`config.mk`:
```
export PLATFORM = sky130hd
export DESIGN_NAME = esc_queue
export DESIGN_NICKNAME = d
export VERILOG_FILES = /design/src/rtl/env_sensor_compensation_top_macros.svh /design/src/rtl/esc_pkg.sv /design/src/rtl/esc_queue.sv
export SDC_FILE = /design/constraint.sdc
export NUM_CORES = 1
export LEC_CHECK = 0
export ABC_CLOCK_PERIOD_IN_PS = 3100
export BUFFER_PORTS_ARGS = -buffer_cell sky130_fd_sc_hd__buf_2
export CORE_MARGIN = 2
export CORE_UTILIZATION = 25
export CTS_CLUSTER_SIZE = 10
export DETAILED_ROUTE_END_ITERATION = 7
export PLACE_DENSITY = 0.53
export SYNTH_ARGS = -nofsm -noshare
export SYNTH_HDL_FRONTEND = slang
export SYNTH_SLANG_ARGS = --single-unit
```
`constraint.sdc`:
```
create_clock -name clk -period 3.1 [get_ports clk]
set_input_delay 0 -clock clk [delete_from_list [all_inputs] [get_ports clk]]
set_output_delay 0 -clock clk [all_outputs]
set_load 0.02 [all_outputs]
```
`src/rtl/env_sensor_compensation_top_macros.svh`:
```
// Assertion helpers for the compensation block. Both expect clk and arst_n in scope.
`ifndef ENV_SENSOR_COMPENSATION_TOP_MACROS_SVH
`define ENV_SENSOR_COMPENSATION_TOP_MACROS_SVH

// Same-cycle implication, checked outside reset.
`define ESC_CHECK_NOW(lbl, ante, cons, msg) \
	lbl: assert property (@(posedge clk) disable iff (!arst_n) (ante) |-> (cons)) \
		else $error(msg);

// Next-cycle implication, checked outside reset.
`define ESC_CHECK_NEXT(lbl, ante, cons, msg) \
	lbl: assert property (@(posedge clk) disable iff (!arst_n) (ante) |=> (cons)) \
		else $error(msg);

`endif

```
`src/rtl/esc_pkg.sv`:
```
`timescale 1ns / 1ps
`default_nettype none
package esc_pkg;

	localparam int ESC_QDEPTH     = 4;
	localparam int ESC_QPTR_W     = $clog2(ESC_QDEPTH);
	localparam int ESC_FRONT_DEPTH = 5;
	localparam int ESC_BACK_DEPTH = 45;
	localparam int ESC_HUM_DLY    = 30;
	localparam int ESC_DIV_STEPS  = 32;

	localparam logic [31:0] ESC_RECIP100    = 32'h51EB_851F;
	localparam int          ESC_RECIP_SHIFT = 37;

	localparam logic [31:0] ESC_P_OFFSET   = 32'd64000;
	localparam logic [31:0] ESC_P_BIAS     = 32'd32768;
	localparam logic [31:0] ESC_P_FULL     = 32'd1048576;
	localparam logic [31:0] ESC_P_SCALE    = 32'd3125;
	localparam logic [31:0] ESC_P_SPLIT    = 32'h4000_0000;
	localparam logic [31:0] ESC_H_BIAS     = 32'd16384;
	localparam logic [31:0] ESC_H_SCALE    = 32'd1000;
	localparam logic [31:0] ESC_T_ROUND    = 32'd128;
	localparam logic [31:0] ESC_HUM_MAX32  = 32'd100000;
	localparam logic [16:0] ESC_HUM_MAX    = 17'd100000;

	typedef enum logic [2:0] {
		REG_TEMP    = 3'd0,
		REG_PRESS_A = 3'd1,
		REG_PRESS_B = 3'd2,
		REG_PRESS_T = 3'd3,
		REG_HUM     = 3'd4
	} reg_idx_t;

	// Calibration words, already sign or zero extended to 32 bits.
	typedef struct packed {
		logic [31:0] t1, t2, t3;
		logic [31:0] p1, p2, p3, p4, p5, p6, p7, p8, p9, p10;
		logic [31:0] h1, h2, h3, h4, h5, h6, h7;
	} coef_t;

	typedef struct packed {
		logic [31:0] temp;
		logic [31:0] fine;
		logic [19:0] raw_p;
		logic [15:0] raw_h;
	} qitem_t;

	typedef struct packed {
		logic [31:0] temp;
		logic [31:0] press;
		logic [16:0] hum;
		logic        fault;
	} result_t;

	function automatic logic [31:0] asr(input logic [31:0] x, input int unsigned n);
		return 32'($signed(x) >>> n);
	endfunction

	function automatic logic [31:0] mul32(input logic [31:0] a, input logic [31:0] b);
		logic [63:0] p;
		p = 64'(a) * 64'(b);
		return p[31:0];
	endfunction

endpackage
`default_nettype wire

```
`src/rtl/esc_queue.sv`:
```
`timescale 1ns / 1ps
`default_nettype none
module esc_queue (
	input  wire logic            clk,
	input  wire logic            arst_n,
	input  wire logic            push,
	input  esc_pkg::qitem_t      din,
	output logic                 full,
	input  wire logic            pop,
	output esc_pkg::qitem_t      dout,
	output logic                 empty
);
	esc_pkg::qitem_t mem_q [esc_pkg::ESC_QDEPTH];
	logic [esc_pkg::ESC_QPTR_W-1:0] wr_q, rd_q;
	logic [esc_pkg::ESC_QPTR_W:0]   cnt_q;

	assign full  = (cnt_q == (esc_pkg::ESC_QPTR_W+1)'(esc_pkg::ESC_QDEPTH));
	assign empty = (cnt_q == '0);
	assign dout  = mem_q[rd_q];

	always_ff @(posedge clk) begin
		if (push) begin
			mem_q[wr_q] <= din;
		end
	end

	always_ff @(posedge clk or negedge arst_n) begin
		if (!arst_n) begin
			wr_q  <= '0;
			rd_q  <= '0;
			cnt_q <= '0;
		end else begin
			if (push) begin
				wr_q <= wr_q + 1'b1;
			end
			if (pop) begin
				rd_q <= rd_q + 1'b1;
			end
			if (push && !pop) begin
				cnt_q <= cnt_q + 1'b1;
			end else if (pop && !push) begin
				cnt_q <= cnt_q - 1'b1;
			end
		end
	end
endmodule
`default_nettype wire

```
==> summary.txt <==
status: completed
Initial Util: 25.2%
Power per Cell Area: 936 nW/µm²
number of global-route vias before repair: 7749
Placed Cells: 1526
clk slew on worst S/H paths: 0.05 ns
Syn Inst Count: 556
Die Ht: 248 µm
Slew headroom: 49.6%
total gr overflow: 0
setup_tns: 0 ns
Hold WS: 0.189 ns
top cells by area, synth: edfxtp_1, mux4_2, dfrtp_1
GRT Util Overall: 10.2%
yosys warns: 0
worst skew pair latency: 0.56 ns
layout cells sized above 1: 40.9%
peak supply drop: 0.624 mV
DRC Markers: 0
Lkg Pwr: 6.50 nW
Post-synth top flop: edfxtp_1
Final Max Tran Viols: 0
Worst R2R Path Depth: 3
nets@finish: 1017
FILL cells: 5615
area grow syn2layout: 29.9%
total area of sequential cells: 12200 µm²
Arr. time, crit path: 2.44 ns
port bufs: 205
cell area after layout: 19300 µm²
Die W: 248 µm
crit path from: rd_q[0]
die footprint: 61300 µm²
post-DP HPWL: 18.1 mm
Slew @ Worst Pin: 0.756 ns
CTS root buf: clkbuf_16
CTS Sinks: 407
htree depth: 2
Core ar.: 58800 µm²
initial antenna violation count: 3
I/O pin count: 206
Final period util: 78.6%
crit end category: output pin
Fin Clk Skew: 0.0129 ns
syn_area_per_cell: 26.7 µm²
Final Non-Filler Cells: 1695
placed cell area: 16900 µm²
top-count cell post-synth: edfxtp_1
Avg WL per Cell: 18.4 µm
CTS Buf Count: 48
CTS-repair resized insts: 0
EDFF count, synth: 400
Min-Delay Path Class: primary input to flop
largest area contributor in the netlist: edfxtp_1
number of distinct library cells after synthesis: 19
MaxCap Viol Count: 0
RR Endpoint: mem_q[3][29]
top-area cell type share of the netlist area: 81.0%
RSZ-0062 raised after global routing: no
Final Util: 32.7%
list of most frequent post-synthesis cells: edfxtp_1, mux4_2, buf_2
post-DR vias/cell: 4.12
area of the mapped netlist: 14800 µm²
vias: 6978
r2r startpoint: wr_q[0]
worst hold stages: 2
asr flop ratio synth: 1.72%
Synth Register Bits: 407
r2r setup slk: 1.35 ns
WL final: 31.2 mm
initial drt markers: 345
Routed Antenna Nets: 0
gpl congestion: 0.653
CP Launch Type: flop
Cell Rows: 89
Net Count, Synth: 666
post-CTS setup buffer count: 0
crit path max fanout: 30
area of the multi-input gates: 2460 µm²
Crit path required time: 3.10 ns
Fin. Hold Viols: 0
# setup viols final: 0
Max Clk Rate: 411 MHz
DRT Pass-1 Iters: 4
register area share after synthesis: 82.2%
min Tclk post-route: 2.44 ns
largest net degree at the start of global routing: 61
Setup CP Type: flop to output pin
first-pass GRT wire length: 46.6 mm
Max clock buf depth: 3
Critical Path Sink: dout[86]
TritonCTS clock tree: yes
==> report_power, final <==
part | total (mW) | switching (mW) | internal (mW)
sequential | 7.51 | 0.305 | 7.20
clock | 4.88 | 1.99 | 2.90
combinational | 5.64 | 3.32 | 2.32
total | 18.0 | 5.61 | 12.4
==> per-stage QoR <==
stage / setup WS [ns] / total power, mW
final: 0.664 / 18.0
after global routing: 0.456 / 19.0
after CTS: 0.525 / 18.5
after detailed placement: 1.14 / 13.4
after global placement: 1.16 / 13.3
after floorplan: 0.807 / 11.4
==> what timing repair did <==
item,CTS,global route
endpoints found under the hold margin,413,0
endpoints found under the setup margin,0,0
hold buffers,104,0
==> logic make-up after synthesis <==
logic type | count (synthesis) | share of synthesized area (%)
adder cells (fa/ha/maj) | 6 | 0.557
multiplexers | 101 | 15.3
buffers and inverters | 26 | 1.25
XOR/XNOR | 6 | 0.354
AO/OA/AOI/OAI | 1 | 0.0337
flip-flops | 407 | 82.2
AND/OR/NAND/NOR | 9 | 0.329
==> worst min path at each step <==
stage,startpoint,to,slack (ns)
finish,din[81],mem_q[3][81],0.19
global route,din[15],mem_q[0][15],0.17
CTS,din[81],mem_q[3][81],0.14
detailed placement,arst_n,cnt_q[2],-0.15
global placement,arst_n,cnt_q[2],-0.15
floorplan,arst_n,cnt_q[0],-0.30
==> worst max-delay path, cell delays in order (launching register included) <==
cell	delay (ns)
dfrtp_4	0.75
buf_12	0.32
mux4_2	0.57
buf_2	0.18
==> placed cells by master, fill, tap and decap left out <==
cell type and n:
and2_4 4, buf_12 10, buf_2 205, buf_4 4, bufinv_16 1, clkbuf_1 9
clkbuf_16 49, clkinv_1 4, dfrtp_1 5, dfrtp_4 2, diode_2 1, dlygate4sd3_1 104
edfxtp_1 400, fa_1 1, ha_1 5, inv_1 4, inv_6 1, mux2_2 1
mux4_2 100, nand2_1 2, nor2_1 1, nor3_1 1, nor3b_1 1, o21ai_0 1
xnor2_1 2, xor2_1 4
==> area by class of cell <==
cell class / count / share of cell area (%)
sequential: 407 / 63.3
multi-input combinational: 123 / 12.8
timing repair buffer: 323 / 11.9
clock buffer: 58 / 6.54
tap: 773 / 5.02
clock inverter: 6 / 0.279
inverter: 4 / 0.0780
antenna: 1 / 0.0130
==> state kept, by name, indices dropped and copies added (netlist names) <==
name / cells
rd_q: 2
wr_q: 2
mem_q: 400
cnt_q: 3
==> metal layers <==
metal	global-route usage (%)	part of all wire, %	vias up	wire length [µm]
li1	-	-	3090	-
met2	17.3	50	173	15600
met4	3.08	2.1	4	656
met3	3.14	6.1	48	1900
met1	12.5	42	3663	13000
met5	0	0.086	-	27
No activity file was read; power rests on OpenSTA's default activity.
