--- src/rtl/env_sensor_compensation_top_macros.svh ---
// Assertion helpers for the compensation block. Both expect clk and arst_n in scope.
`ifndef ENV_SENSOR_COMPENSATION_TOP_MACROS_SVH
`define ENV_SENSOR_COMPENSATION_TOP_MACROS_SVH

// Same-cycle implication, checked outside reset.
`define ESC_CHECK_NOW(lbl, ante, cons, msg) \
	lbl: assert property (@(posedge clk) disable iff (!arst_n) (ante) |-> (cons)) \
		else $error(msg);

// Next-cycle implication, checked outside reset.
`define ESC_CHECK_NEXT(lbl, ante, cons, msg) \
	lbl: assert property (@(posedge clk) disable iff (!arst_n) (ante) |=> (cons)) \
		else $error(msg);

`endif

--- src/rtl/esc_pkg.sv ---
`timescale 1ns / 1ps
`default_nettype none
package esc_pkg;

	localparam int ESC_QDEPTH     = 4;
	localparam int ESC_QPTR_W     = $clog2(ESC_QDEPTH);
	localparam int ESC_FRONT_DEPTH = 5;
	localparam int ESC_BACK_DEPTH = 45;
	localparam int ESC_HUM_DLY    = 30;
	localparam int ESC_DIV_STEPS  = 32;

	localparam logic [31:0] ESC_RECIP100    = 32'h51EB_851F;
	localparam int          ESC_RECIP_SHIFT = 37;

	localparam logic [31:0] ESC_P_OFFSET   = 32'd64000;
	localparam logic [31:0] ESC_P_BIAS     = 32'd32768;
	localparam logic [31:0] ESC_P_FULL     = 32'd1048576;
	localparam logic [31:0] ESC_P_SCALE    = 32'd3125;
	localparam logic [31:0] ESC_P_SPLIT    = 32'h4000_0000;
	localparam logic [31:0] ESC_H_BIAS     = 32'd16384;
	localparam logic [31:0] ESC_H_SCALE    = 32'd1000;
	localparam logic [31:0] ESC_T_ROUND    = 32'd128;
	localparam logic [31:0] ESC_HUM_MAX32  = 32'd100000;
	localparam logic [16:0] ESC_HUM_MAX    = 17'd100000;

	typedef enum logic [2:0] {
		REG_TEMP    = 3'd0,
		REG_PRESS_A = 3'd1,
		REG_PRESS_B = 3'd2,
		REG_PRESS_T = 3'd3,
		REG_HUM     = 3'd4
	} reg_idx_t;

	// Calibration words, already sign or zero extended to 32 bits.
	typedef struct packed {
		logic [31:0] t1, t2, t3;
		logic [31:0] p1, p2, p3, p4, p5, p6, p7, p8, p9, p10;
		logic [31:0] h1, h2, h3, h4, h5, h6, h7;
	} coef_t;

	typedef struct packed {
		logic [31:0] temp;
		logic [31:0] fine;
		logic [19:0] raw_p;
		logic [15:0] raw_h;
	} qitem_t;

	typedef struct packed {
		logic [31:0] temp;
		logic [31:0] press;
		logic [16:0] hum;
		logic        fault;
	} result_t;

	function automatic logic [31:0] asr(input logic [31:0] x, input int unsigned n);
		return 32'($signed(x) >>> n);
	endfunction

	function automatic logic [31:0] mul32(input logic [31:0] a, input logic [31:0] b);
		logic [63:0] p;
		p = 64'(a) * 64'(b);
		return p[31:0];
	endfunction

endpackage
`default_nettype wire

--- src/rtl/esc_front.sv ---
`timescale 1ns / 1ps
`default_nettype none
module esc_front (
	input  wire logic            clk,
	input  wire logic            arst_n,
	input  wire logic            in_valid,
	output logic                 in_ready,
	input  wire logic [19:0]     raw_t,
	input  wire logic [19:0]     raw_p,
	input  wire logic [15:0]     raw_h,
	input  esc_pkg::coef_t       coef,
	output logic                 push,
	input  wire logic            full,
	output esc_pkg::qitem_t      item
);
	logic [esc_pkg::ESC_FRONT_DEPTH-1:0] v_q;
	logic        en;
	logic [31:0] a_s1, bp_s2, dd_s2, b_s3, cp_s3, fine_s4, temp_s5, fine_s5;
	logic [19:0] rp_s1, rp_s2, rp_s3, rp_s4, rp_s5;
	logic [15:0] rh_s1, rh_s2, rh_s3, rh_s4, rh_s5;

	// Advance unless the last stage holds an item the queue cannot take.
	assign en       = !v_q[esc_pkg::ESC_FRONT_DEPTH-1] || !full;
	assign in_ready = en;
	assign push     = v_q[esc_pkg::ESC_FRONT_DEPTH-1] && !full;
	assign item     = '{temp: temp_s5, fine: fine_s5, raw_p: rp_s5, raw_h: rh_s5};

	always_ff @(posedge clk or negedge arst_n) begin
		if (!arst_n) begin
			v_q <= '0;
		end else if (en) begin
			v_q <= {v_q[esc_pkg::ESC_FRONT_DEPTH-2:0], in_valid};
		end
	end

	always_ff @(posedge clk) begin
		if (en) begin
			a_s1    <= ({12'b0, raw_t} >> 3) - (coef.t1 << 1);
			rp_s1   <= raw_p;
			rh_s1   <= raw_h;
			bp_s2   <= esc_pkg::mul32(a_s1, coef.t2);
			dd_s2   <= esc_pkg::mul32(esc_pkg::asr(a_s1, 1), esc_pkg::asr(a_s1, 1));
			rp_s2   <= rp_s1;
			rh_s2   <= rh_s1;
			b_s3    <= esc_pkg::asr(bp_s2, 11);
			cp_s3   <= esc_pkg::mul32(esc_pkg::asr(dd_s2, 12), coef.t3 << 4);
			rp_s3   <= rp_s2;
			rh_s3   <= rh_s2;
			fine_s4 <= b_s3 + esc_pkg::asr(cp_s3, 14);
			rp_s4   <= rp_s3;
			rh_s4   <= rh_s3;
			temp_s5 <= esc_pkg::asr((fine_s4 << 2) + fine_s4 + esc_pkg::ESC_T_ROUND, 8);
			fine_s5 <= fine_s4;
			rp_s5   <= rp_s4;
			rh_s5   <= rh_s4;
		end
	end
endmodule
`default_nettype wire

--- config.mk ---
export PLATFORM = sky130hd
export DESIGN_NAME = esc_front
export DESIGN_NICKNAME = d
export VERILOG_FILES = /design/src/rtl/env_sensor_compensation_top_macros.svh /design/src/rtl/esc_pkg.sv /design/src/rtl/esc_front.sv
export SDC_FILE = /design/constraint.sdc
export NUM_CORES = 2
export LEC_CHECK = 0
export BUFFER_PORTS_ARGS = -buffer_cell sky130_fd_sc_hd__clkbuf_2
export CAP_MARGIN = 25
export CORE_AREA = 2 2 314 316
export CTS_BUF_LIST = sky130_fd_sc_hd__clkbuf_4
export CTS_CLUSTER_SIZE = 16
export DETAILED_ROUTE_END_ITERATION = 7
export DIE_AREA = 0 0 316 318
export PLACE_DENSITY_LB_ADDON = 0.1
export RECOVER_POWER = 100
export SLEW_MARGIN = 20
export SYNTH_ARGS = -nofsm -noshare
export SYNTH_HDL_FRONTEND = slang
export SYNTH_SLANG_ARGS = --single-unit
--- constraint.sdc ---
create_clock -name clk -period 13.8 [get_ports clk]
set_input_delay 2.07 -clock clk [delete_from_list [all_inputs] [get_ports clk]]
set_output_delay 2.07 -clock clk [all_outputs]
set_load 0.02 [all_outputs]
==> results.cfg <==
[setup_path]
cp_max_fo = 42
critPathRequiredTime_ps = 14440
cp-start-kind = flop
endpoint_kind = flop
arrival_ps = 10940
criticalPathCategory = reg -> reg

[timing]
max_freq_mhz = 97.05
slew_headroom_pct = -407.5
drv_slew = 327
hold_viol = 0
clock_skew_ps = 109.9
final-setup-viol-count = 0
period_share_pct = 74.67
rsz0062_at_grt = false
worst_pin_slew_ps = 7613
setup_tns_ps = 0
period_needed_ps = 10300
hold_ws_ps = 340.7

[layout]
final_nets = 7689
fin_area_um2 = 57900
fillCellCount = 8448
final_cells = 6829
drive_gt1_share_pct = 6.052
syn2layout_area_growth_pct = 6.262

[routing]
routedWlPerCell_um = 19.43
postRouteAntennaNets = 0
routed_wl_um = 132700
dr.pass1.iters = 5
drc = 0
num_vias = 35614
drtIter0Drc = 1831
vias_per_cell = 5.215

[grt]
antenna_found_initial = 13
grt_max_degree = 149
grt_overflow = 0
grt_pass1_vias = 39383
grt_first_pass_wirelength_um = 216900
globalRouteTotalUtil_pct = 28.20

[clocking]
cts_buffers = 95
clock_path_buffers = 3
clk_pin_slew_ps = 70
cts_tree = built
clock_sinks = 365
clock_latency_ps = 980
root_buffer = clkbuf_4
cts_max_level = 3
post_cts.repair.setup_buffers = 0
postCtsHoldBufs = 0
ctsResizeCount = 0

[flow_run]
maxCapViolations = 4

[floorplanning]
io_pins = 802
dieHeight_um = 318
initial_utilization_pct = 55.94
fp.coreArea_um2 = 97410
row_count = 115
die-area_um2 = 100500
fp.dieW_um = 316

[synthesis]
syn_area_um2 = 54490
postSynthNetCount = 7522
yosysMostFrequentCell = inv_1
yosysWarnings = 0
async_reset_ff_share_pct = 1.370
synth_top_area_share_pct = 39.46
synth_edf_count = 360
synth_top_area_cell = fa_1
ys.flop_type = edfxtp_1
yosysUniqueCellTypes = 65
synth_seq_cells = 365
synthTopCellsByArea = fa_1 (39%), edfxtp_1 (20%), ha_1 (10%)
syn_avg_cell_area_um2 = 10.28
ys_top_cells_by_count = inv_1 (1355), fa_1 (1074), nand2_1 (619), and2_1 (534), ha_1 (450)
netlist_instances = 5298
seq_area_frac_synth_pct = 20.07

[place]
place_congestion = 0.8746
dp_hpwl_um = 102700
dp_cells = 6654
postPlaceCellArea_um2 = 56820
port_buffers = 249

[outcome]
violations = max-capacitance violations, max-slew violations
status = finished with violations

[hold_path]
min-delay-path-class = reg -> reg
==> state kept, by name, indices dropped and copies added (netlist names) <==
signal / cells
bp_s2: 21
rp_s1: 20
rh_s3: 16
rp_s5: 20
rh_s4: 16
rp_s4: 20
fine_s4: 22
rp_s3: 20
temp_s5: 24
rh_s1: 16
rh_s5: 16
rh_s2: 16
v_q: 5
fine_s5: 22
a_s1: 32
cp_s3: 18
rp_s2: 20
b_s3: 21
dd_s2: 20
==> layout make-up <==
cell class              count  area (um^2)  share of cell area, %
clock inverters            40        321.6                 0.5554
multi-input cells        3353        37510                  64.78
diodes                      7        17.52                0.03025
clock buffers             127        953.4                  1.647
inverters                1355         5086                  8.784
flip-flops and latches    365        10940                  18.89
well taps                1287         1610                  2.781
repair buffers            295         1469                  2.537
==> critical path: stages, from the launching register on <==
cell,delay [ps]
edfxtp_1,310
clkbuf_1,1020
clkbuf_1,1680
nand2_1,370
fa_1,590
fa_1,510
inv_1,40
ha_1,270
inv_1,50
fa_1,520
inv_1,50
fa_1,480
fa_1,510
fa_1,500
inv_1,50
fa_1,510
inv_1,50
ha_1,330
a21oi_1,140
o21ai_0,120
o21ai_0,170
nand3b_1,110
a311oi_1,540
o21ai_0,330
a211o_1,370
a21oi_1,200
xnor2_1,140
==> metrics by stage <==
stage          utilization, %  worst slack, ps
2_1_floorplan               -             1881
3_3_place_gp            58.26             4410
3_5_place_dp            58.33             4336
4_1_cts                 59.63             5344
5_1_grt                 59.43             2954
6_report                59.44             3496
==> cell usage in the layout, fill, tap and decap left out, drive strengths merged, types with 5 or more instances in the layout <==
master / instances
and2: 534
a21o: 29
a31oi: 8
mux2: 5
nand3: 15
nand2b: 15
o21ai: 52
buf: 41
nand2: 619
o211ai: 5
clkbuf: 381
nor2: 74
and3: 6
nor2b: 22
nor3: 28
fa: 1074
or3: 8
inv: 1359
a211oi: 8
dfrtp: 5
nor4: 6
clkinv: 32
xor2: 54
or2: 5
a21oi: 60
nand4: 8
ha: 450
xnor2: 202
edfxtp: 360
o21a: 20
diode: 7
o21bai: 6
==> path summary, 6_finish.rpt <==
check	startpoint	endpoint	slack [ps]	cells past startpoint
setup / recovery	a_s1[2]	dd_s2[31]	3500	26
hold / removal	rh_s4[9]	rh_s5[9]	340	0
setup reg to reg	a_s1[2]	dd_s2[31]	3500	26
hold reg to reg	rh_s4[9]	rh_s5[9]	340	0
max in group asynchronous	arst_n	v_q[0]	12590	1
min in group asynchronous	arst_n	v_q[1]	950	1
==> routing by layer <==
metal	track usage (%)	vias up	part of all wire, %
li1	-	16019	-
met4	7.909	6	2.7
met1	37.43	18214	41
met2	46.57	1143	48
met3	6.391	232	7.9
met5	0	-	0.029
==> cell families after synthesis <==
family	Yosys count	share of synthesized area, %
buffers and inverters	1580	11.02
adder cells (fa/ha/maj)	1524	49.79
AND/OR/NAND/NOR	1350	12.32
flip-flops	365	20.07
XOR/XNOR	256	4.115
AO/OA/AOI/OAI	218	2.579
multiplexers	5	0.1033
Power is not shown: default switching activity piles up to over one toggle a cycle in this logic, so the estimate is an artifact.
